### src/hdl/spcs_pkg.sv
package spcs_pkg;

    localparam int DATA_W        = 32;
    localparam int FRAC_BITS_DEF = 16;
    localparam int CFG_IDX_W     = 3;
    localparam int CMD_W         = 2;
    localparam int ROT_W         = 18;
    localparam int TSTEP_W       = 17;
    localparam int COEF_W        = 31;
    localparam int SEL_W         = 6;
    localparam int OP_W          = 3;
    localparam int RF_DEPTH      = 32;
    localparam int RF_AW         = $clog2(RF_DEPTH);

    localparam logic [CMD_W-1:0] CMD_PREPARE = 2'd0;
    localparam logic [CMD_W-1:0] CMD_WARM    = 2'd1;
    localparam logic [CMD_W-1:0] CMD_SOLVE   = 2'd2;
    localparam logic [CMD_W-1:0] CMD_NONE    = 2'd3;

    localparam logic [CFG_IDX_W-1:0] CFG_TSTEP  = 3'd0;
    localparam logic [CFG_IDX_W-1:0] CFG_HZ     = 3'd1;
    localparam logic [CFG_IDX_W-1:0] CFG_DAMP   = 3'd2;
    localparam logic [CFG_IDX_W-1:0] CFG_IMASS  = 3'd3;
    localparam logic [CFG_IDX_W-1:0] CFG_IINERT = 3'd4;
    localparam logic [CFG_IDX_W-1:0] CFG_INERT  = 3'd5;
    localparam logic [CFG_IDX_W-1:0] CFG_AX     = 3'd6;
    localparam logic [CFG_IDX_W-1:0] CFG_AY     = 3'd7;

    localparam logic [OP_W-1:0] OP_ADD = 3'd0;
    localparam logic [OP_W-1:0] OP_SUB = 3'd1;
    localparam logic [OP_W-1:0] OP_MUL = 3'd2;
    localparam logic [OP_W-1:0] OP_NEG = 3'd3;
    localparam logic [OP_W-1:0] OP_DIV = 3'd4;

    // register file slots: persistent state first, then scratch
    localparam logic [SEL_W-1:0] R_BIAS  = 6'd0;
    localparam logic [SEL_W-1:0] R_IMPC  = 6'd1;
    localparam logic [SEL_W-1:0] R_MASSC = 6'd2;
    localparam logic [SEL_W-1:0] R_EM0   = 6'd3;
    localparam logic [SEL_W-1:0] R_EM1   = 6'd4;
    localparam logic [SEL_W-1:0] R_EM2   = 6'd5;
    localparam logic [SEL_W-1:0] R_SS0   = 6'd6;
    localparam logic [SEL_W-1:0] R_SS1   = 6'd7;
    localparam logic [SEL_W-1:0] R_AI0   = 6'd8;
    localparam logic [SEL_W-1:0] R_AI1   = 6'd9;
    localparam logic [SEL_W-1:0] R_AM    = 6'd10;
    localparam logic [SEL_W-1:0] R_RX    = 6'd11;
    localparam logic [SEL_W-1:0] R_RY    = 6'd12;
    localparam logic [SEL_W-1:0] R_T13   = 6'd13;
    localparam logic [SEL_W-1:0] R_T14   = 6'd14;
    localparam logic [SEL_W-1:0] R_T15   = 6'd15;
    localparam logic [SEL_W-1:0] R_T16   = 6'd16;
    localparam logic [SEL_W-1:0] R_T17   = 6'd17;
    localparam logic [SEL_W-1:0] R_T18   = 6'd18;
    localparam logic [SEL_W-1:0] R_T19   = 6'd19;
    localparam logic [SEL_W-1:0] R_T20   = 6'd20;
    localparam logic [SEL_W-1:0] R_T21   = 6'd21;
    localparam logic [SEL_W-1:0] R_T22   = 6'd22;
    localparam logic [SEL_W-1:0] R_T23   = 6'd23;
    localparam logic [SEL_W-1:0] R_T24   = 6'd24;
    localparam logic [SEL_W-1:0] R_T25   = 6'd25;
    localparam logic [SEL_W-1:0] R_T26   = 6'd26;
    localparam logic [SEL_W-1:0] R_T27   = 6'd27;
    localparam logic [SEL_W-1:0] R_T28   = 6'd28;
    localparam logic [SEL_W-1:0] R_T29   = 6'd29;

    // operand sources outside the register file
    localparam logic [SEL_W-1:0] S_ZERO   = 6'd32;
    localparam logic [SEL_W-1:0] S_ONE    = 6'd33;
    localparam logic [SEL_W-1:0] S_TWO_PI = 6'd34;
    localparam logic [SEL_W-1:0] S_PI     = 6'd35;
    localparam logic [SEL_W-1:0] S_MZETA  = 6'd36;
    localparam logic [SEL_W-1:0] S_TSTEP  = 6'd37;
    localparam logic [SEL_W-1:0] S_HZ     = 6'd38;
    localparam logic [SEL_W-1:0] S_DAMP   = 6'd39;
    localparam logic [SEL_W-1:0] S_IMASS  = 6'd40;
    localparam logic [SEL_W-1:0] S_IINERT = 6'd41;
    localparam logic [SEL_W-1:0] S_INERT  = 6'd42;
    localparam logic [SEL_W-1:0] S_AX     = 6'd43;
    localparam logic [SEL_W-1:0] S_AY     = 6'd44;
    localparam logic [SEL_W-1:0] S_RC     = 6'd45;
    localparam logic [SEL_W-1:0] S_RS     = 6'd46;
    localparam logic [SEL_W-1:0] S_CX     = 6'd47;
    localparam logic [SEL_W-1:0] S_CY     = 6'd48;
    localparam logic [SEL_W-1:0] S_TX     = 6'd49;
    localparam logic [SEL_W-1:0] S_TY     = 6'd50;
    localparam logic [SEL_W-1:0] S_VX     = 6'd51;
    localparam logic [SEL_W-1:0] S_VY     = 6'd52;
    localparam logic [SEL_W-1:0] S_W      = 6'd53;
    localparam logic [SEL_W-1:0] S_DX     = 6'd54;
    localparam logic [SEL_W-1:0] S_DY     = 6'd55;

    // destinations outside the register file
    localparam logic [SEL_W-1:0] D_OVX = 6'd32;
    localparam logic [SEL_W-1:0] D_OVY = 6'd33;
    localparam logic [SEL_W-1:0] D_OW  = 6'd34;

    localparam int PRO_LEN   = 6;
    localparam int PREP_LEN  = 30;
    localparam int WARM_LEN  = 10;
    localparam int SOLVE_LEN = 51;
    localparam int NOP_LEN   = 3;
    localparam int A_PREP    = 0;
    localparam int A_WARM    = A_PREP + PRO_LEN + PREP_LEN;
    localparam int A_SOLVE   = A_WARM + PRO_LEN + WARM_LEN;
    localparam int A_NOP     = A_SOLVE + PRO_LEN + SOLVE_LEN;
    localparam int UC_DEPTH  = A_NOP + NOP_LEN;
    localparam int PC_W      = $clog2(UC_DEPTH);

    typedef logic [PC_W-1:0] pc_t;

    typedef struct packed {
        logic [OP_W-1:0]  op;
        logic [SEL_W-1:0] a;
        logic [SEL_W-1:0] b;
        logic [SEL_W-1:0] d;
        logic             last;
    } uop_t;

    typedef struct packed {
        logic                     start;
        logic signed [DATA_W-1:0] num;
        logic signed [DATA_W-1:0] den;
    } div_req_t;

    typedef struct packed {
        logic                     busy;
        logic                     done;
        logic signed [DATA_W-1:0] quot;
        logic                     clamp;
    } div_rsp_t;

    function automatic uop_t mi(input logic [OP_W-1:0] op, input logic [SEL_W-1:0] a,
                                input logic [SEL_W-1:0] b, input logic [SEL_W-1:0] d,
                                input logic last);
        uop_t u;
        u.op   = op;
        u.a    = a;
        u.b    = b;
        u.d    = d;
        u.last = last;
        return u;
    endfunction

    // world-frame anchor arm rx, ry
    function automatic uop_t uc_pro(input pc_t k);
        uop_t u;
        case (k)
            7'd0:    u = mi(OP_MUL, S_RC,  S_AX,  R_T13, 1'b0);
            7'd1:    u = mi(OP_MUL, S_RS,  S_AY,  R_T14, 1'b0);
            7'd2:    u = mi(OP_SUB, R_T13, R_T14, R_RX,  1'b0);
            7'd3:    u = mi(OP_MUL, S_RS,  S_AX,  R_T13, 1'b0);
            7'd4:    u = mi(OP_MUL, S_RC,  S_AY,  R_T14, 1'b0);
            7'd5:    u = mi(OP_ADD, R_T13, R_T14, R_RY,  1'b0);
            default: u = mi(OP_ADD, S_ZERO, S_ZERO, R_T13, 1'b1);
        endcase
        return u;
    endfunction

    function automatic uop_t uc_prep(input pc_t k);
        uop_t u;
        case (k)
            7'd0:    u = mi(OP_MUL, S_TWO_PI, S_HZ,  R_T15,   1'b0);
            7'd1:    u = mi(OP_ADD, S_DAMP,   S_DAMP, R_T16,  1'b0);
            7'd2:    u = mi(OP_MUL, S_TSTEP,  R_T15, R_T17,   1'b0);
            7'd3:    u = mi(OP_ADD, R_T16,    R_T17, R_T18,   1'b0);
            7'd4:    u = mi(OP_MUL, R_T17,    R_T18, R_T19,   1'b0);
            7'd5:    u = mi(OP_ADD, S_ONE,    R_T19, R_T20,   1'b0);
            7'd6:    u = mi(OP_DIV, S_ONE,    R_T20, R_IMPC,  1'b0);
            7'd7:    u = mi(OP_MUL, R_T19,    R_IMPC, R_MASSC, 1'b0);
            7'd8:    u = mi(OP_DIV, R_T15,    R_T18, R_BIAS,  1'b0);
            7'd9:    u = mi(OP_MUL, S_IINERT, R_RY,  R_T13,   1'b0);
            7'd10:   u = mi(OP_MUL, R_T13,    R_RY,  R_T13,   1'b0);
            7'd11:   u = mi(OP_ADD, S_IMASS,  R_T13, R_T21,   1'b0);
            7'd12:   u = mi(OP_MUL, S_IINERT, R_RX,  R_T13,   1'b0);
            7'd13:   u = mi(OP_MUL, R_T13,    R_RY,  R_T13,   1'b0);
            7'd14:   u = mi(OP_NEG, R_T13,    S_ZERO, R_T22,  1'b0);
            7'd15:   u = mi(OP_MUL, S_IINERT, R_RX,  R_T13,   1'b0);
            7'd16:   u = mi(OP_MUL, R_T13,    R_RX,  R_T13,   1'b0);
            7'd17:   u = mi(OP_ADD, S_IMASS,  R_T13, R_T23,   1'b0);
            7'd18:   u = mi(OP_MUL, R_T21,    R_T23, R_T13,   1'b0);
            7'd19:   u = mi(OP_MUL, R_T22,    R_T22, R_T14,   1'b0);
            7'd20:   u = mi(OP_SUB, R_T13,    R_T14, R_T24,   1'b0);
            7'd21:   u = mi(OP_DIV, R_T23,    R_T24, R_EM0,   1'b0);
            7'd22:   u = mi(OP_NEG, R_T22,    S_ZERO, R_T13,  1'b0);
            7'd23:   u = mi(OP_DIV, R_T13,    R_T24, R_EM1,   1'b0);
            7'd24:   u = mi(OP_DIV, R_T21,    R_T24, R_EM2,   1'b0);
            7'd25:   u = mi(OP_SUB, S_CX,     S_TX,  R_SS0,   1'b0);
            7'd26:   u = mi(OP_SUB, S_CY,     S_TY,  R_SS1,   1'b0);
            7'd27:   u = mi(OP_ADD, S_VX,     S_ZERO, D_OVX,  1'b0);
            7'd28:   u = mi(OP_ADD, S_VY,     S_ZERO, D_OVY,  1'b0);
            7'd29:   u = mi(OP_ADD, S_W,      S_ZERO, D_OW,   1'b1);
            default: u = mi(OP_ADD, S_ZERO,   S_ZERO, R_T13,  1'b1);
        endcase
        return u;
    endfunction

    function automatic uop_t uc_warm(input pc_t k);
        uop_t u;
        case (k)
            7'd0:    u = mi(OP_MUL, R_RX,     R_AI1, R_T13, 1'b0);
            7'd1:    u = mi(OP_MUL, R_RY,     R_AI0, R_T14, 1'b0);
            7'd2:    u = mi(OP_SUB, R_T13,    R_T14, R_T15, 1'b0);
            7'd3:    u = mi(OP_MUL, S_IMASS,  R_AI0, R_T13, 1'b0);
            7'd4:    u = mi(OP_ADD, S_VX,     R_T13, D_OVX, 1'b0);
            7'd5:    u = mi(OP_MUL, S_IMASS,  R_AI1, R_T13, 1'b0);
            7'd6:    u = mi(OP_ADD, S_VY,     R_T13, D_OVY, 1'b0);
            7'd7:    u = mi(OP_ADD, R_T15,    R_AM,  R_T13, 1'b0);
            7'd8:    u = mi(OP_MUL, S_IINERT, R_T13, R_T13, 1'b0);
            7'd9:    u = mi(OP_ADD, S_W,      R_T13, D_OW,  1'b1);
            default: u = mi(OP_ADD, S_ZERO,   S_ZERO, R_T13, 1'b1);
        endcase
        return u;
    endfunction

    function automatic uop_t uc_solve(input pc_t k);
        uop_t u;
        case (k)
            // motor damping
            7'd0:    u = mi(OP_MUL, S_TSTEP,  S_PI,   R_T15, 1'b0);
            7'd1:    u = mi(OP_ADD, S_MZETA,  R_T15,  R_T16, 1'b0);
            7'd2:    u = mi(OP_MUL, R_T15,    R_T16,  R_T17, 1'b0);
            7'd3:    u = mi(OP_ADD, S_ONE,    R_T17,  R_T18, 1'b0);
            7'd4:    u = mi(OP_DIV, S_ONE,    R_T18,  R_T19, 1'b0);
            7'd5:    u = mi(OP_MUL, R_T17,    R_T19,  R_T20, 1'b0);
            7'd6:    u = mi(OP_MUL, R_T20,    S_INERT, R_T13, 1'b0);
            7'd7:    u = mi(OP_MUL, R_T13,    S_W,    R_T13, 1'b0);
            7'd8:    u = mi(OP_NEG, R_T13,    S_ZERO, R_T13, 1'b0);
            7'd9:    u = mi(OP_MUL, R_T19,    R_AM,   R_T14, 1'b0);
            7'd10:   u = mi(OP_SUB, R_T13,    R_T14,  R_T14, 1'b0);
            7'd11:   u = mi(OP_ADD, R_AM,     R_T14,  R_AM,  1'b0);
            7'd12:   u = mi(OP_MUL, S_IINERT, R_T14,  R_T13, 1'b0);
            7'd13:   u = mi(OP_ADD, S_W,      R_T13,  R_T21, 1'b0);
            // point constraint
            7'd14:   u = mi(OP_MUL, R_T21,    R_RY,   R_T13, 1'b0);
            7'd15:   u = mi(OP_SUB, S_VX,     R_T13,  R_T22, 1'b0);
            7'd16:   u = mi(OP_MUL, R_T21,    R_RX,   R_T13, 1'b0);
            7'd17:   u = mi(OP_ADD, S_VY,     R_T13,  R_T23, 1'b0);
            7'd18:   u = mi(OP_ADD, S_DX,     R_RX,   R_T13, 1'b0);
            7'd19:   u = mi(OP_ADD, R_T13,    R_SS0,  R_T13, 1'b0);
            7'd20:   u = mi(OP_MUL, R_BIAS,   R_T13,  R_T13, 1'b0);
            7'd21:   u = mi(OP_ADD, R_T22,    R_T13,  R_T24, 1'b0);
            7'd22:   u = mi(OP_ADD, S_DY,     R_RY,   R_T13, 1'b0);
            7'd23:   u = mi(OP_ADD, R_T13,    R_SS1,  R_T13, 1'b0);
            7'd24:   u = mi(OP_MUL, R_BIAS,   R_T13,  R_T13, 1'b0);
            7'd25:   u = mi(OP_ADD, R_T23,    R_T13,  R_T25, 1'b0);
            7'd26:   u = mi(OP_MUL, R_EM0,    R_T24,  R_T13, 1'b0);
            7'd27:   u = mi(OP_MUL, R_EM1,    R_T25,  R_T14, 1'b0);
            7'd28:   u = mi(OP_ADD, R_T13,    R_T14,  R_T26, 1'b0);
            7'd29:   u = mi(OP_MUL, R_EM1,    R_T24,  R_T13, 1'b0);
            7'd30:   u = mi(OP_MUL, R_EM2,    R_T25,  R_T14, 1'b0);
            7'd31:   u = mi(OP_ADD, R_T13,    R_T14,  R_T27, 1'b0);
            7'd32:   u = mi(OP_MUL, R_MASSC,  R_T26,  R_T13, 1'b0);
            7'd33:   u = mi(OP_NEG, R_T13,    S_ZERO, R_T13, 1'b0);
            7'd34:   u = mi(OP_MUL, R_IMPC,   R_AI0,  R_T14, 1'b0);
            7'd35:   u = mi(OP_SUB, R_T13,    R_T14,  R_T28, 1'b0);
            7'd36:   u = mi(OP_MUL, R_MASSC,  R_T27,  R_T13, 1'b0);
            7'd37:   u = mi(OP_NEG, R_T13,    S_ZERO, R_T13, 1'b0);
            7'd38:   u = mi(OP_MUL, R_IMPC,   R_AI1,  R_T14, 1'b0);
            7'd39:   u = mi(OP_SUB, R_T13,    R_T14,  R_T29, 1'b0);
            7'd40:   u = mi(OP_ADD, R_AI0,    R_T28,  R_AI0, 1'b0);
            7'd41:   u = mi(OP_ADD, R_AI1,    R_T29,  R_AI1, 1'b0);
            7'd42:   u = mi(OP_MUL, S_IMASS,  R_T28,  R_T13, 1'b0);
            7'd43:   u = mi(OP_ADD, S_VX,     R_T13,  D_OVX, 1'b0);
            7'd44:   u = mi(OP_MUL, S_IMASS,  R_T29,  R_T13, 1'b0);
            7'd45:   u = mi(OP_ADD, S_VY,     R_T13,  D_OVY, 1'b0);
            7'd46:   u = mi(OP_MUL, R_RX,     R_T29,  R_T13, 1'b0);
            7'd47:   u = mi(OP_MUL, R_RY,     R_T28,  R_T14, 1'b0);
            7'd48:   u = mi(OP_SUB, R_T13,    R_T14,  R_T13, 1'b0);
            7'd49:   u = mi(OP_MUL, S_IINERT, R_T13,  R_T13, 1'b0);
            7'd50:   u = mi(OP_ADD, R_T21,    R_T13,  D_OW,  1'b1);
            default: u = mi(OP_ADD, S_ZERO,   S_ZERO, R_T13, 1'b1);
        endcase
        return u;
    endfunction

    function automatic uop_t uc_nop(input pc_t k);
        uop_t u;
        case (k)
            7'd0:    u = mi(OP_ADD, S_VX,   S_ZERO, D_OVX, 1'b0);
            7'd1:    u = mi(OP_ADD, S_VY,   S_ZERO, D_OVY, 1'b0);
            7'd2:    u = mi(OP_ADD, S_W,    S_ZERO, D_OW,  1'b1);
            default: u = mi(OP_ADD, S_ZERO, S_ZERO, R_T13, 1'b1);
        endcase
        return u;
    endfunction

    // microcode store: arm prologue then body, except CMD_NONE: body only
    function automatic uop_t ucode(input pc_t pc);
        uop_t u;
        if (pc < PC_W'(A_WARM)) begin
            if (pc < PC_W'(A_PREP + PRO_LEN))
                u = uc_pro(pc - PC_W'(A_PREP));
            else
                u = uc_prep(pc - PC_W'(A_PREP + PRO_LEN));
        end else if (pc < PC_W'(A_SOLVE)) begin
            if (pc < PC_W'(A_WARM + PRO_LEN))
                u = uc_pro(pc - PC_W'(A_WARM));
            else
                u = uc_warm(pc - PC_W'(A_WARM + PRO_LEN));
        end else if (pc < PC_W'(A_NOP)) begin
            if (pc < PC_W'(A_SOLVE + PRO_LEN))
                u = uc_pro(pc - PC_W'(A_SOLVE));
            else
                u = uc_solve(pc - PC_W'(A_SOLVE + PRO_LEN));
        end else begin
            u = uc_nop(pc - PC_W'(A_NOP));
        end
        return u;
    endfunction

endpackage

### src/hdl/spcs_div.sv
module spcs_div
    import spcs_pkg::*;
#(
    parameter int FRAC_BITS = FRAC_BITS_DEF
)
(
    input  logic     clk,
    input  logic     rst_n,
    input  div_req_t req,
    output div_rsp_t rsp
);

    localparam int NW    = DATA_W + FRAC_BITS;
    localparam int QW    = NW + 1;
    localparam int CNT_W = $clog2(QW + 1);

    logic [QW-1:0]     dvd_reg;
    logic [DATA_W:0]   rem_reg;
    logic [DATA_W-1:0] dsr_reg;
    logic [CNT_W-1:0]  cnt_reg;
    logic              neg_reg;
    logic              zero_reg;
    logic              busy_reg;
    logic              done_reg;
    logic [DATA_W-1:0] quot_reg;
    logic              clamp_reg;

    logic [DATA_W-1:0] abs_num;
    logic [DATA_W-1:0] abs_den;
    logic [QW-1:0]     dvd_init;
    logic [DATA_W:0]   rem_sh;
    logic              q_bit;
    logic [DATA_W:0]   rem_next;
    logic              pos_over;
    logic              neg_over;

    always_comb
    begin
        abs_num  = req.num[DATA_W-1] ? (DATA_W'(0) - req.num) : req.num;
        abs_den  = req.den[DATA_W-1] ? (DATA_W'(0) - req.den) : req.den;
        // round half away from zero on the magnitudes
        dvd_init = {1'b0, abs_num, {FRAC_BITS{1'b0}}} + QW'(abs_den >> 1);
        rem_sh   = {rem_reg[DATA_W-1:0], dvd_reg[QW-1]};
        q_bit    = (rem_sh >= {1'b0, dsr_reg});
        rem_next = q_bit ? (rem_sh - {1'b0, dsr_reg}) : rem_sh;
        pos_over = |dvd_reg[QW-1:DATA_W-1];
        neg_over = (|dvd_reg[QW-1:DATA_W]) || (dvd_reg[DATA_W-1] && (|dvd_reg[DATA_W-2:0]));
    end

    always_ff @(posedge clk or negedge rst_n)
    begin
        if (!rst_n)
        begin
            busy_reg <= 1'b0;
            done_reg <= 1'b0;
            cnt_reg  <= '0;
        end
        else
        begin
            done_reg <= 1'b0;
            if (req.start)
            begin
                busy_reg <= 1'b1;
                cnt_reg  <= '0;
            end
            else if (busy_reg)
            begin
                if (cnt_reg == CNT_W'(QW))
                begin
                    busy_reg <= 1'b0;
                    done_reg <= 1'b1;
                end
                else
                begin
                    cnt_reg <= cnt_reg + 1'b1;
                end
            end
        end
    end

    always_ff @(posedge clk)
    begin
        if (req.start)
        begin
            dvd_reg  <= dvd_init;
            rem_reg  <= '0;
            dsr_reg  <= abs_den;
            neg_reg  <= req.num[DATA_W-1] ^ req.den[DATA_W-1];
            zero_reg <= (req.den == '0);
        end
        else if (busy_reg)
        begin
            if (cnt_reg == CNT_W'(QW))
            begin
                // saturate the signed quotient; a zero divisor gives zero
                if (zero_reg)
                begin
                    quot_reg  <= '0;
                    clamp_reg <= 1'b0;
                end
                else if (!neg_reg)
                begin
                    quot_reg  <= pos_over ? {1'b0, {(DATA_W-1){1'b1}}} : dvd_reg[DATA_W-1:0];
                    clamp_reg <= pos_over;
                end
                else
                begin
                    quot_reg  <= neg_over ? {1'b1, {(DATA_W-1){1'b0}}}
                                          : (DATA_W'(0) - dvd_reg[DATA_W-1:0]);
                    clamp_reg <= neg_over;
                end
            end
            else
            begin
                rem_reg <= rem_next;
                dvd_reg <= {dvd_reg[QW-2:0], q_bit};
            end
        end
    end

    assign rsp.busy  = busy_reg;
    assign rsp.done  = done_reg;
    assign rsp.quot  = quot_reg;
    assign rsp.clamp = clamp_reg;

endmodule
### config.mk
export PLATFORM = sky130hd
export DESIGN_NAME = spcs_div
export DESIGN_NICKNAME = d
export VERILOG_FILES = /design/src/hdl/spcs_pkg.sv /design/src/hdl/spcs_div.sv
export SDC_FILE = /design/constraint.sdc
export NUM_CORES = 1
export LEC_CHECK = 0
export BUFFER_PORTS_ARGS = -buffer_cell sky130_fd_sc_hd__clkbuf_2
export CORE_MARGIN = 8
export CORE_UTILIZATION = 50
export DETAILED_ROUTE_END_ITERATION = 7
export GPL_TIMING_DRIVEN = 0
export MAX_ROUTING_LAYER = met4
export PLACE_DENSITY_LB_ADDON = 0.1
export SETUP_SLACK_MARGIN = 0.5
export SLEW_MARGIN = 20
export SYNTH_ARGS = -nofsm -noshare
export SYNTH_HDL_FRONTEND = slang
export SYNTH_SLANG_ARGS = --single-unit
### constraint.sdc
create_clock -name clk -period 6.2 [get_ports clk]
set_input_delay 1.86 -clock clk [delete_from_list [all_inputs] [get_ports clk]]
set_output_delay 1.86 -clock clk [all_outputs]
set_load 0.02 [all_outputs]
### After elaboration in Yosys (flattened, before gate mapping)

Index checks and enable logic that the tools add are counted.

* bits in registers: 156
* input bits: 67

* add/subtract/negate cells: 6
* order comparisons: 1
* eq/ne operators: 2
* mux-type cells: 19
* bitwise gates (word level): 3
* reduce and logical (&&, ||, !) cells: 10

Operator list (count)
* $mux W32: 6
* $mux W49: 3
* $sub A1 B32 Y32 const A: 3
* $add A48 B31 Y49: 1
* $ge A33 B32 Y1: 1
* $logic_not A32 Y1: 1
* $sub A32 B32 Y32: 1
* $reduce_or A31 Y1: 1
* $mux W6: 3
* $reduce_or A18 Y1: 1
* $reduce_or A17 Y1: 1
* $mux W1: 7
* $add A6 B1 Y6 const B: 1
* $eq A6 B6 Y1 const B: 1
* $reduce_and A2 Y1: 2
* $reduce_and A3 Y1: 1
* $ne A2 B2 Y1 const B: 1
* $not A1 Y1: 2
* $reduce_bool A2 Y1: 1
* $logic_and A1 B1 Y1: 1
* $logic_or A1 B1 Y1: 1
* $xor A1 B1 Y1: 1

### Depth between registers and ports, before layout

Gate-level depths: netlist (run 1).

* depth in word-level cells: 5
* gate-level depth with buffers: 17
* mapped depth without buffers: 17

### Worst setup path before layout (run 1)

Ideal clock, no wire load.

* kind: input port to flip-flop
* from: input port req[13] in the netlist's numbering
* to: register dvd_reg[38] (data pin)
* setup time: 260 ps
* arrival time: 5499 ps
* data required time: 5940 ps
* path slack: 441 ps
* stages on the path: 15
* buffers on the path: 0
* path through: or4_1 nor4_4 nand3_1 o31ai_1 xnor2_1 ha_1 nor2b_1 o31ai_1 a21oi_1 o21a_1 a221o_1 a211o_1 nand4b_4 xnor2_1 mux2_2

* cells in the longest elaborated chain, start to end: 4

Ends and longest elaborated chain
* start, declared: line spcs_div.sv:9 `input div_req_t req,`
* $sub A1 B32 Y32: line spcs_div.sv:40 `abs_den = req.den[DATA_W-1] ? (DATA_W'(0) - req.den) : req.den;`
* $mux W32: line spcs_div.sv:40
* named net abs_den[19]: line spcs_div.sv:29 `logic [DATA_W-1:0] abs_den;`
* $add A48 B31 Y49: line spcs_div.sv:42 `dvd_init = {1'b0, abs_num, {FRAC_BITS{1'b0}}} + QW'(abs_den >> 1);`
* $mux W49: line spcs_div.sv:83 `if (req.start)`
* end signal, assigned: line spcs_div.sv:85 `dvd_reg <= dvd_init;`
* end signal, assigned: line spcs_div.sv:116 `dvd_reg <= {dvd_reg[QW-2:0], q_bit};`
* end, declared: line spcs_div.sv:17 `logic [QW-1:0] dvd_reg;`

The timed path passes the listed nets, and every way through them passes these cells.
A chain may end at the register's enable or synchronous reset.

### Worst setup path in the final report (run 1)

* from: input port req[11] in the netlist's numbering
* to: register dvd_reg[39] (data pin)

Same word-level chain as after synthesis.

==> load_flow_metrics.sql, run 1 <==
INSERT INTO impl_metrics (metric_group, metric, value, unit) VALUES
('clocking', 'cts_tree', 'yes', ''),
('die', 'num_io_pins', '102', ''),
('logic_synthesis', 'synth_cells', '1264', ''),
('grt', 'global_route.peak_usage_layer', 'met2', ''),
('run', 'max_cap_viol_count', '0', ''),
('logic_synthesis', 'post_synth.cell_area_avg', '9.084', 'µm²'),
('setup_path', 'reg2reg_depth', '11', ''),
('clocking', 'ctsHoldBuffers', '0', ''),
('power_and_ir_drop', 'vdd_drop_max', '186.3', 'µV'),
('place', 'place_hpwl', '24640', 'µm'),
('grt', 'global_route.usage.total', '0.2299', ''),
('final_layout', 'area_growth', '14.49', '%'),
('logic_synthesis', 'seq_area_frac_synth', '0.3766', ''),
('logic_synthesis', 'synth_nets', '1385', ''),
('logic_synthesis', 'largest_family_of_logic_cells_by_synthesized_area', 'compound AO/OA/AOI/OAI gates', ''),
('timing', 'final_hold_viol_count', '0', ''),
('setup_path', 'rrSetupSlack', '1810', 'ps'),
('setup_path', 'timing.critical_path.cells', 'clkbuf_2 > or4_4 > nor4_4 > buf_6 > nand4_1 > o31ai_1 > xnor2_1 > ha_1 > a21o_1 > a221oi_2 > and2b_2 > a311o_2 > nand3b_4 > and2b_2 > xnor2_1 > mux2_2', ''),
('logic_synthesis', 'synth_async_reset_ratio', '0.05128', ''),
('drt', 'drc', '0', ''),
('power_and_ir_drop', 'totalPowerFinal', '3072', 'µW'),
('die', 'std_cell_rows', '55', ''),
('place', 'port_buffers', '96', ''),
('setup_path', 'cp_slowest_stage_delay', '560', 'ps'),
('final_layout', 'fin_util', '0.5824', ''),
('grt', 'grt_pass1_wl', '50750', 'µm'),
('drt', 'ant_nets', '0', ''),
('grt', 'overflow', '0', ''),
('timing', 'final-max-slew-violation-count', '0', ''),
('final_layout', 'design_area', '0.01315', 'mm²'),
('setup_path', 'reg2reg_capture_point', 'quot_reg[17]', ''),
('setup_path', 'worst_path_max_delay_cell', 'sky130_fd_sc_hd__or4_4', ''),
('logic_synthesis', 'synth-adder-area-share', '0.06015', ''),
('setup_path', 'cp_data_required_time', '6390', 'ps'),
('logic_synthesis', 'yosys-mux-area-fraction', '0.03694', ''),
('grt', 'met1_usage', '0.3186', ''),
('die', 'design.die.area', '0.02807', 'mm²'),
('power_and_ir_drop', 'p_per_area', '233.7', 'mW/mm²'),
('timing', 'timing.final.crit_share', '0.9135', ''),
('final_layout', 'n_fill_cell', '2106', ''),
('grt', 'number_of_global_route_vias_before_repair', '9635', ''),
('clocking', 'worstSkewPairLatency', '430', 'ps'),
('clocking', 'ctsHtreeMaxLevel', '4', ''),
('timing', 'slew_headroom', '0.3651', ''),
('clocking', 'cts_inserted_buffers', '17', ''),
('timing', 'finalSetupTns', '0', 'ps'),
('drt', 'drtPass1Iterations', '5', ''),
('setup_path', 'startpoint', 'req[11]', ''),
('grt', 'global_route_met3_usage', '0.03268', ''),
('timing', 'timing.final.crit_period', '5664', 'ps'),
('clocking', 'clock_sinks', '156', ''),
('clocking', 'clk_path_buf_depth', '2', ''),
('setup_path', 'critical_path_peak_fanout', '5', ''),
('die', 'die_x', '167.5', 'µm'),
('timing', 'final_critical_path_setup_slack', '536.1', 'ps'),
('logic_synthesis', 'postSynth.topFlopCell', 'sky130_fd_sc_hd__edfxtp_1', ''),
('grt', 'grt_max_degree', '37', ''),
('logic_synthesis', 'leading_post_synthesis_cells_by_instance_count', 'sky130_fd_sc_hd__edfxtp_1, sky130_fd_sc_hd__nor2_1, sky130_fd_sc_hd__nand2_1', ''),
('timing', 'final_report_setup_violation_count', '0', ''),
('place', 'gp_congestion', '0.9585', ''),
('logic_synthesis', 'synthTopCellsByArea', 'sky130_fd_sc_hd__edfxtp_1, sky130_fd_sc_hd__ha_1, sky130_fd_sc_hd__xnor2_1, sky130_fd_sc_hd__dfxtp_1, sky130_fd_sc_hd__o21ai_0', ''),
('final_layout', 'layout.nets', '1510', ''),
('logic_synthesis', 'post_synth_and_or_nand_nor_area_fraction', '0.1868', ''),
('run_status', 'run_status', 'complete, no violations', ''),
('final_layout', 'largest_reg_flops', '49', ''),
('setup_path', 'type_of_the_setup_path_with_the_least_slack', 'primary input to flip-flop', ''),
('drt', 'vias_per_inst', '5.985', ''),
('logic_synthesis', 'synth_top_area_cell', 'sky130_fd_sc_hd__edfxtp_1', ''),
('logic_synthesis', 'synth_warnings', '0', ''),
('final_layout', 'drive_above_1_share', '0.1676', ''),
('timing', 'worst_pin_slew', '945.1', 'ps');
-- cell type report --
type | count | area, µm² | share of cell area
clock buffer | 17 | 425.4 | 0.03236
timing repair buffer | 106 | 575.6 | 0.04378
multi-input combinational | 974 | 6689 | 0.5088
inverter | 79 | 296.5 | 0.02256
clock inverter | 15 | 180.2 | 0.01371
sequential | 156 | 4324 | 0.3289
tap | 285 | 356.6 | 0.02712
buffer | 55 | 299.0 | 0.02275
-- how the worst min path moves through the flow --
stage                     start           to  slack, ps  cells after the start
floorplan           rem_reg[10]  rem_reg[10]        450                      2
global placement    rem_reg[24]  rem_reg[24]        470                      2
detailed placement   rem_reg[3]   rem_reg[3]        480                      2
CTS                  rem_reg[7]   rem_reg[7]        490                      2
global route        rem_reg[18]  rem_reg[18]        510                      2
finish               rem_reg[7]   rem_reg[7]        480                      2
-- power by group --
part	internal, µW	switching, µW	leakage (µW)	total [µW]
clock	608	468	0.000293	1080
sequential	1240	92.8	0.00152	1330
combinational	277	387	0.00328	665
total	2120	948	0.00509	3070
-- cell families after synthesis --
family                   after synthesis
AO/OA/AOI/OAI                        361
multiplexers                          40
XOR/XNOR                             108
flip-flops                           156
AND/OR/NAND/NOR                      411
buffers and inverters                134
adder cells (fa/ha/maj)               54
-- metrics by stage --
stage | std cells | hold slack (ps)
2_1_floorplan | 1264 | 452.6
3_3_place_gp | 1645 | 470.2
3_5_place_dp | 1649 | 478.3
4_1_cts | 1684 | 486.3
5_1_grt | 1687 | 507.3
6_report | 1687 | 484.7
-- worst max-delay path: cells and delay by family --
family,cells,cell delay (ps)
adders and majority gates,1,340
xor gates and xnor gates,2,350
AOI/OAI and AO/OA,4,1190
buffers and inverters,2,290
and+or+nand+nor,6,1550
muxes,1,260
-- layer usage --
metal | share of wire | wire, µm | vias to the layer above
met5 | 0 | 0 | -
met1 | 0.48 | 15130 | 4737
met3 | 0.065 | 2042 | 44
met4 | 0.019 | 600 | 0
li1 | - | - | 4943
met2 | 0.44 | 13780 | 372
-- layout by cell type, fill, tap and decap left out, drive strengths merged, types with 23 or more instances in the layout --
master and instances:
ha 52, dfxtp 32, nor3 39, clkbuf 155
mux2i 24, xnor2 74, edfxtp 116, inv 85
o21ai 105, nor2 112, o31ai 33, a21oi 80
or3 23, nand3 23, nand2 112, xor2 33
-- repair_timing --
item                       CTS  global route
pin swaps                    2             7
gates resized for setup      6            19
setup endpoints to repair   21            17
buffers inserted             3             3
Power figures use the tool's default switching activity.
==> inputs of run 2 (changes only) <==
- ABC_AREA: default -> 1
==> run 2 against run 1 <==
Against the previous run:
- clock skew up 7.9 ps
- maximum frequency up 4.2%
- sequential cell count unchanged
- synthesized cell count up 32%
- utilization down 0.93 points
- global-route usage up 2.5 points
- synthesized area up 6.7%
- power up 36%
- critical path type unchanged
- largest cell class unchanged
- largest power group is now combinational cells
==> load_flow_metrics.sql, run 2 <==
INSERT INTO impl_metrics (metric_group, metric, value, unit) VALUES
('drt', 'route.final.wire_length', '37260', 'µm'),
('logic_synthesis', 'postSynth.topFlopCell', 'sky130_fd_sc_hd__edfxtp_1', ''),
('timing', 'worst_pin_slew', '969.6', 'ps'),
('power_and_ir_drop', 'internal_power', '2456', 'µW'),
('drt', 'vias_per_inst', '5.421', ''),
('run_status', 'run_status', 'complete, no violations', ''),
('timing', 'worst_case_hold_slack', '471.0', 'ps'),
('final_layout', 'fin_util', '0.5731', ''),
('drt', 'dr.first_iter.drc_count', '1140', ''),
('final_layout', 'layout.nets', '1916', ''),
('logic_synthesis', 'synth_async_reset_ratio', '0.05128', ''),
('run', 'max_cap_viol_count', '0', ''),
('power_and_ir_drop', 'vdd_drop_max', '193.0', 'µV'),
('grt', 'overflow', '0', ''),
('timing', 'slew_headroom', '0.3536', ''),
('place', 'place_hpwl', '29870', 'µm'),
('power_and_ir_drop', 'net_switching_power', '1709', 'µW'),
('logic_synthesis', 'synth-adder-area-share', '0.05636', ''),
('clocking', 'cts_tree', 'yes', ''),
('power_and_ir_drop', 'sequentialPowerShare', '0.347', ''),
('timing', 'unrepaired_setup_endpoints_after_global_routing', 'yes', ''),
('die', 'chipHeight', '172.6', 'µm'),
('setup_path', 'critical_path_sink_type', 'flip-flop', ''),
('grt', 'grt_pass1_wl', '59760', 'µm'),
('logic_synthesis', 'synth_top_area_cell', 'sky130_fd_sc_hd__edfxtp_1', ''),
('final_layout', 'n_fill_cell', '2380', ''),
('timing', 'final_hold_viol_count', '0', ''),
('power_and_ir_drop', 'p_leak', '0.006223', 'µW'),
('min_path', 'worst_hold_path_type', 'flip-flop to flip-flop', ''),
('final_layout', 'largest_reg_flops', '49', ''),
('setup_path', 'rrSetupSlack', '3010', 'ps'),
('setup_path', 'type_of_the_setup_path_with_the_least_slack', 'primary input to flip-flop', ''),
('final_layout', 'fin_cells', '2132', ''),
('drt', 'vias', '11560', ''),
('grt', 'grt_max_degree', '47', ''),
('grt', 'number_of_global_route_vias_before_repair', '11090', ''),
('clocking', 'clock-root-buffer', 'sky130_fd_sc_hd__clkbuf_16', ''),
('logic_synthesis', 'leading_post_synthesis_cells_by_instance_count', 'sky130_fd_sc_hd__nand2_1, sky130_fd_sc_hd__inv_1, sky130_fd_sc_hd__nor2_1', ''),
('die', 'design.die.area', '0.02977', 'mm²'),
('timing', 'fmax', '0.1839', 'GHz'),
('logic_synthesis', 'synth_area', '0.01225', 'mm²'),
('logic_synthesis', 'synth.ff_latch_count', '156', ''),
('logic_synthesis', 'synthTopCellsByArea', 'sky130_fd_sc_hd__edfxtp_1, sky130_fd_sc_hd__nand2_1, sky130_fd_sc_hd__inv_1, sky130_fd_sc_hd__ha_1, sky130_fd_sc_hd__dfxtp_1', ''),
('min_path', 'min_to', 'rem_reg[22]', ''),
('setup_path', 'reg2reg_capture_point', 'rem_reg[18]', ''),
('final_layout', 'most_common_cell_after_layout_fill_and_taps_aside', 'sky130_fd_sc_hd__nand2_1', ''),
('min_path', 'min-delay-start', 'rem_reg[22]', ''),
('clocking', 'clk_path_buf_depth', '2', ''),
('drt', 'ant_nets', '0', ''),
('final_layout', 'area_growth', '13.07', '%'),
('timing', 'timing.final.crit_share', '0.8771', ''),
('final_layout', 'drive_above_1_share', '0.1499', ''),
('logic_synthesis', 'synth_cells', '1669', ''),
('final_layout', 'diodes', '0', ''),
('clocking', 'cts_inserted_buffers', '17', ''),
('die', 'floorplan.initialDensity', '0.5069', ''),
('final_layout', 'commonest_cells_after_routing_fill_and_taps_aside', 'sky130_fd_sc_hd__nand2_1, sky130_fd_sc_hd__inv_1, sky130_fd_sc_hd__nor2_1', ''),
('power_and_ir_drop', 'power.clock.fraction', '0.247', ''),
('clocking', 'ctsHtreeMaxLevel', '4', ''),
('die', 'core-area', '0.02418', 'mm²'),
('grt', 'global_route.usage.total', '0.2547', ''),
('logic_synthesis', 'yosys.cell_types.count', '58', ''),
('setup_path', 'critical_path_peak_fanout', '6', ''),
('power_and_ir_drop', 'share_comb_of_total_power', '0.405', ''),
('place', 'post_place_instance_area', '0.01322', 'mm²'),
('logic_synthesis', 'yosys.area.top_type_share', '0.2843', ''),
('place', 'placed_cells', '2098', ''),
('power_and_ir_drop', 'p_per_area', '300.6', 'mW/mm²'),
('logic_synthesis', 'synth_compound_area_frac', '0.1194', ''),
('min_path', 'whs_path_depth', '2', ''),
('setup_path', 'worst_r2r_startpoint', 'dvd_reg[48]', ''),
('logic_synthesis', 'yosys.cell_count.top_type', 'sky130_fd_sc_hd__nand2_1', ''),
('die', 'num_io_pins', '102', ''),
('logic_synthesis', 'post_synth.cell_area_avg', '7.342', 'µm²'),
('logic_synthesis', 'synth-edff-count', '116', ''),
('logic_synthesis', 'synth_warnings', '0', ''),
('timing', 'timing.final.crit_period', '5438', 'ps'),
('clocking', 'ctsHoldBuffers', '0', ''),
('timing', 'timing.clock.skew', '16.79', 'ps'),
('logic_synthesis', 'yosys-mux-area-fraction', '0', ''),
('drt', 'detail_route.wl_per_cell', '17.48', 'µm'),
('power_and_ir_drop', 'netSwitchingFraction', '0.4104', ''),
('setup_path', 'crit_path_start_kind', 'primary input', ''),
('drt', 'drc', '0', ''),
('grt', 'antenna_found_initial', '0', ''),
('logic_synthesis', 'synthXorXnorAreaFrac', '0.07515', ''),
('setup_path', 'crit_arrival', '5620', 'ps'),
('clocking', 'worstSkewPairLatency', '430', 'ps'),
('die', 'std_cell_rows', '57', ''),
('drt', 'drtPass1Iterations', '6', ''),
('setup_path', 'reg2reg_depth', '14', ''),
('logic_synthesis', 'post_synth_and_or_nand_nor_area_fraction', '0.3128', ''),
('logic_synthesis', 'largest_family_of_logic_cells_by_synthesized_area', 'simple AND/OR/NAND/NOR gates', ''),
('final_layout', 'design_area', '0.01386', 'mm²'),
('timing', 'final-max-slew-violation-count', '0', ''),
('place', 'gp_congestion', '0.9525', ''),
('clocking', 'clk_pin_slew', '70', 'ps'),
('timing', 'final_report_setup_violation_count', '0', ''),
('timing', 'finalSetupTns', '0', 'ps'),
('place', 'port_buffers', '101', ''),
('logic_synthesis', 'synth_nets', '1790', ''),
('die', 'die_x', '172.6', 'µm'),
('setup_path', 'cp_data_required_time', '6390', 'ps'),
('clocking', 'clock_sinks', '156', ''),
('logic_synthesis', 'seq_area_frac_synth', '0.3529', '');
## run 2: per-stage QoR
step           setup slack, ps  power, µW
3_3_place_gp            -627.1       3092
2_1_floorplan             1178       2631
4_1_cts                  508.9       4131
3_5_place_dp             60.73       3108
6_report                 762.0       4165
5_1_grt                  442.5       4419
## run 2: repair_timing
item | CTS | global route
endpoints found under the setup margin | 0 | 19
gates resized for setup | 0 | 14
setup buffers | 0 | 2
## run 2: cell families after synthesis
family	count (synthesis)
adders and majority gates	54
AOI/OAI and AO/OA	262
DFF	156
and+or+nand+nor	843
xor gates and xnor gates	100
buffers and inverters	254
## run 2: layer usage
layer	wire, µm	GRT usage	vias to the layer above
li1	-	-	5792
met1	18300	0.3617	5294
met2	16100	0.3852	440
met3	2359	0.02788	32
met4	504	0.05727	0
met5	0	-	-
## run 2: power by group through the flow
stage | Combinational [µW] | Sequential [µW] | Clock (µW)
6_report | 1690 | 1450 | 1030
3_3_place_gp | 1630 | 1460 | 0
4_1_cts | 1650 | 1440 | 1030
3_5_place_dp | 1640 | 1470 | 0
5_1_grt | 1870 | 1460 | 1080
2_1_floorplan | 1220 | 1410 | 0
## run 2: layout make-up
| cell class | count | area [µm²] | share of cell area |
|---|---|---|---|
| Sequential cell | 156 | 4324 | 0.3121 |
| Buffer | 46 | 247.7 | 0.01788 |
| Timing Repair Buffer | 107 | 570.5 | 0.04118 |
| Clock inverter | 14 | 132.6 | 0.009572 |
| Multi-Input combinational cell | 1259 | 6965 | 0.5027 |
| Inverter | 208 | 780.7 | 0.05635 |
| Tap cell | 324 | 405.4 | 0.02926 |
| Clock buffer | 18 | 429.2 | 0.03097 |
## run 2: worst max-delay path: stages
cell                       delay [ps]
sky130_fd_sc_hd__clkbuf_2         120
sky130_fd_sc_hd__inv_1             80
sky130_fd_sc_hd__nand3_1          200
sky130_fd_sc_hd__nor3_4           360
sky130_fd_sc_hd__nand2_1          160
sky130_fd_sc_hd__nor3_4           210
sky130_fd_sc_hd__nand2_1          130
sky130_fd_sc_hd__nor3_2           190
sky130_fd_sc_hd__nand2_1          100
sky130_fd_sc_hd__o31ai_1          250
sky130_fd_sc_hd__xnor2_1          170
sky130_fd_sc_hd__ha_1             420
sky130_fd_sc_hd__inv_1            100
sky130_fd_sc_hd__o21bai_1         190
sky130_fd_sc_hd__nand3_1          100
sky130_fd_sc_hd__nand2_1           70
sky130_fd_sc_hd__a21oi_1           70
sky130_fd_sc_hd__nand2_1          130
sky130_fd_sc_hd__nand3_4          100
sky130_fd_sc_hd__nor2_4           180
sky130_fd_sc_hd__nand2_2           80
sky130_fd_sc_hd__nor2_2           100
sky130_fd_sc_hd__nand2_1           80
sky130_fd_sc_hd__nand3_1          100
sky130_fd_sc_hd__nand2_1           50
## run 2: worst max-delay path by stage
stage | startpoint | end | slack (ps)
floorplan | req[1] | dvd_reg[43] | 1180
global placement | req[64] | quot_reg[29] | -630
detailed placement | req[31] | dvd_reg[38] | 60
CTS | req[1] | dvd_reg[43] | 510
global route | req[1] | dvd_reg[43] | 440
finish | req[2] | dvd_reg[43] | 760
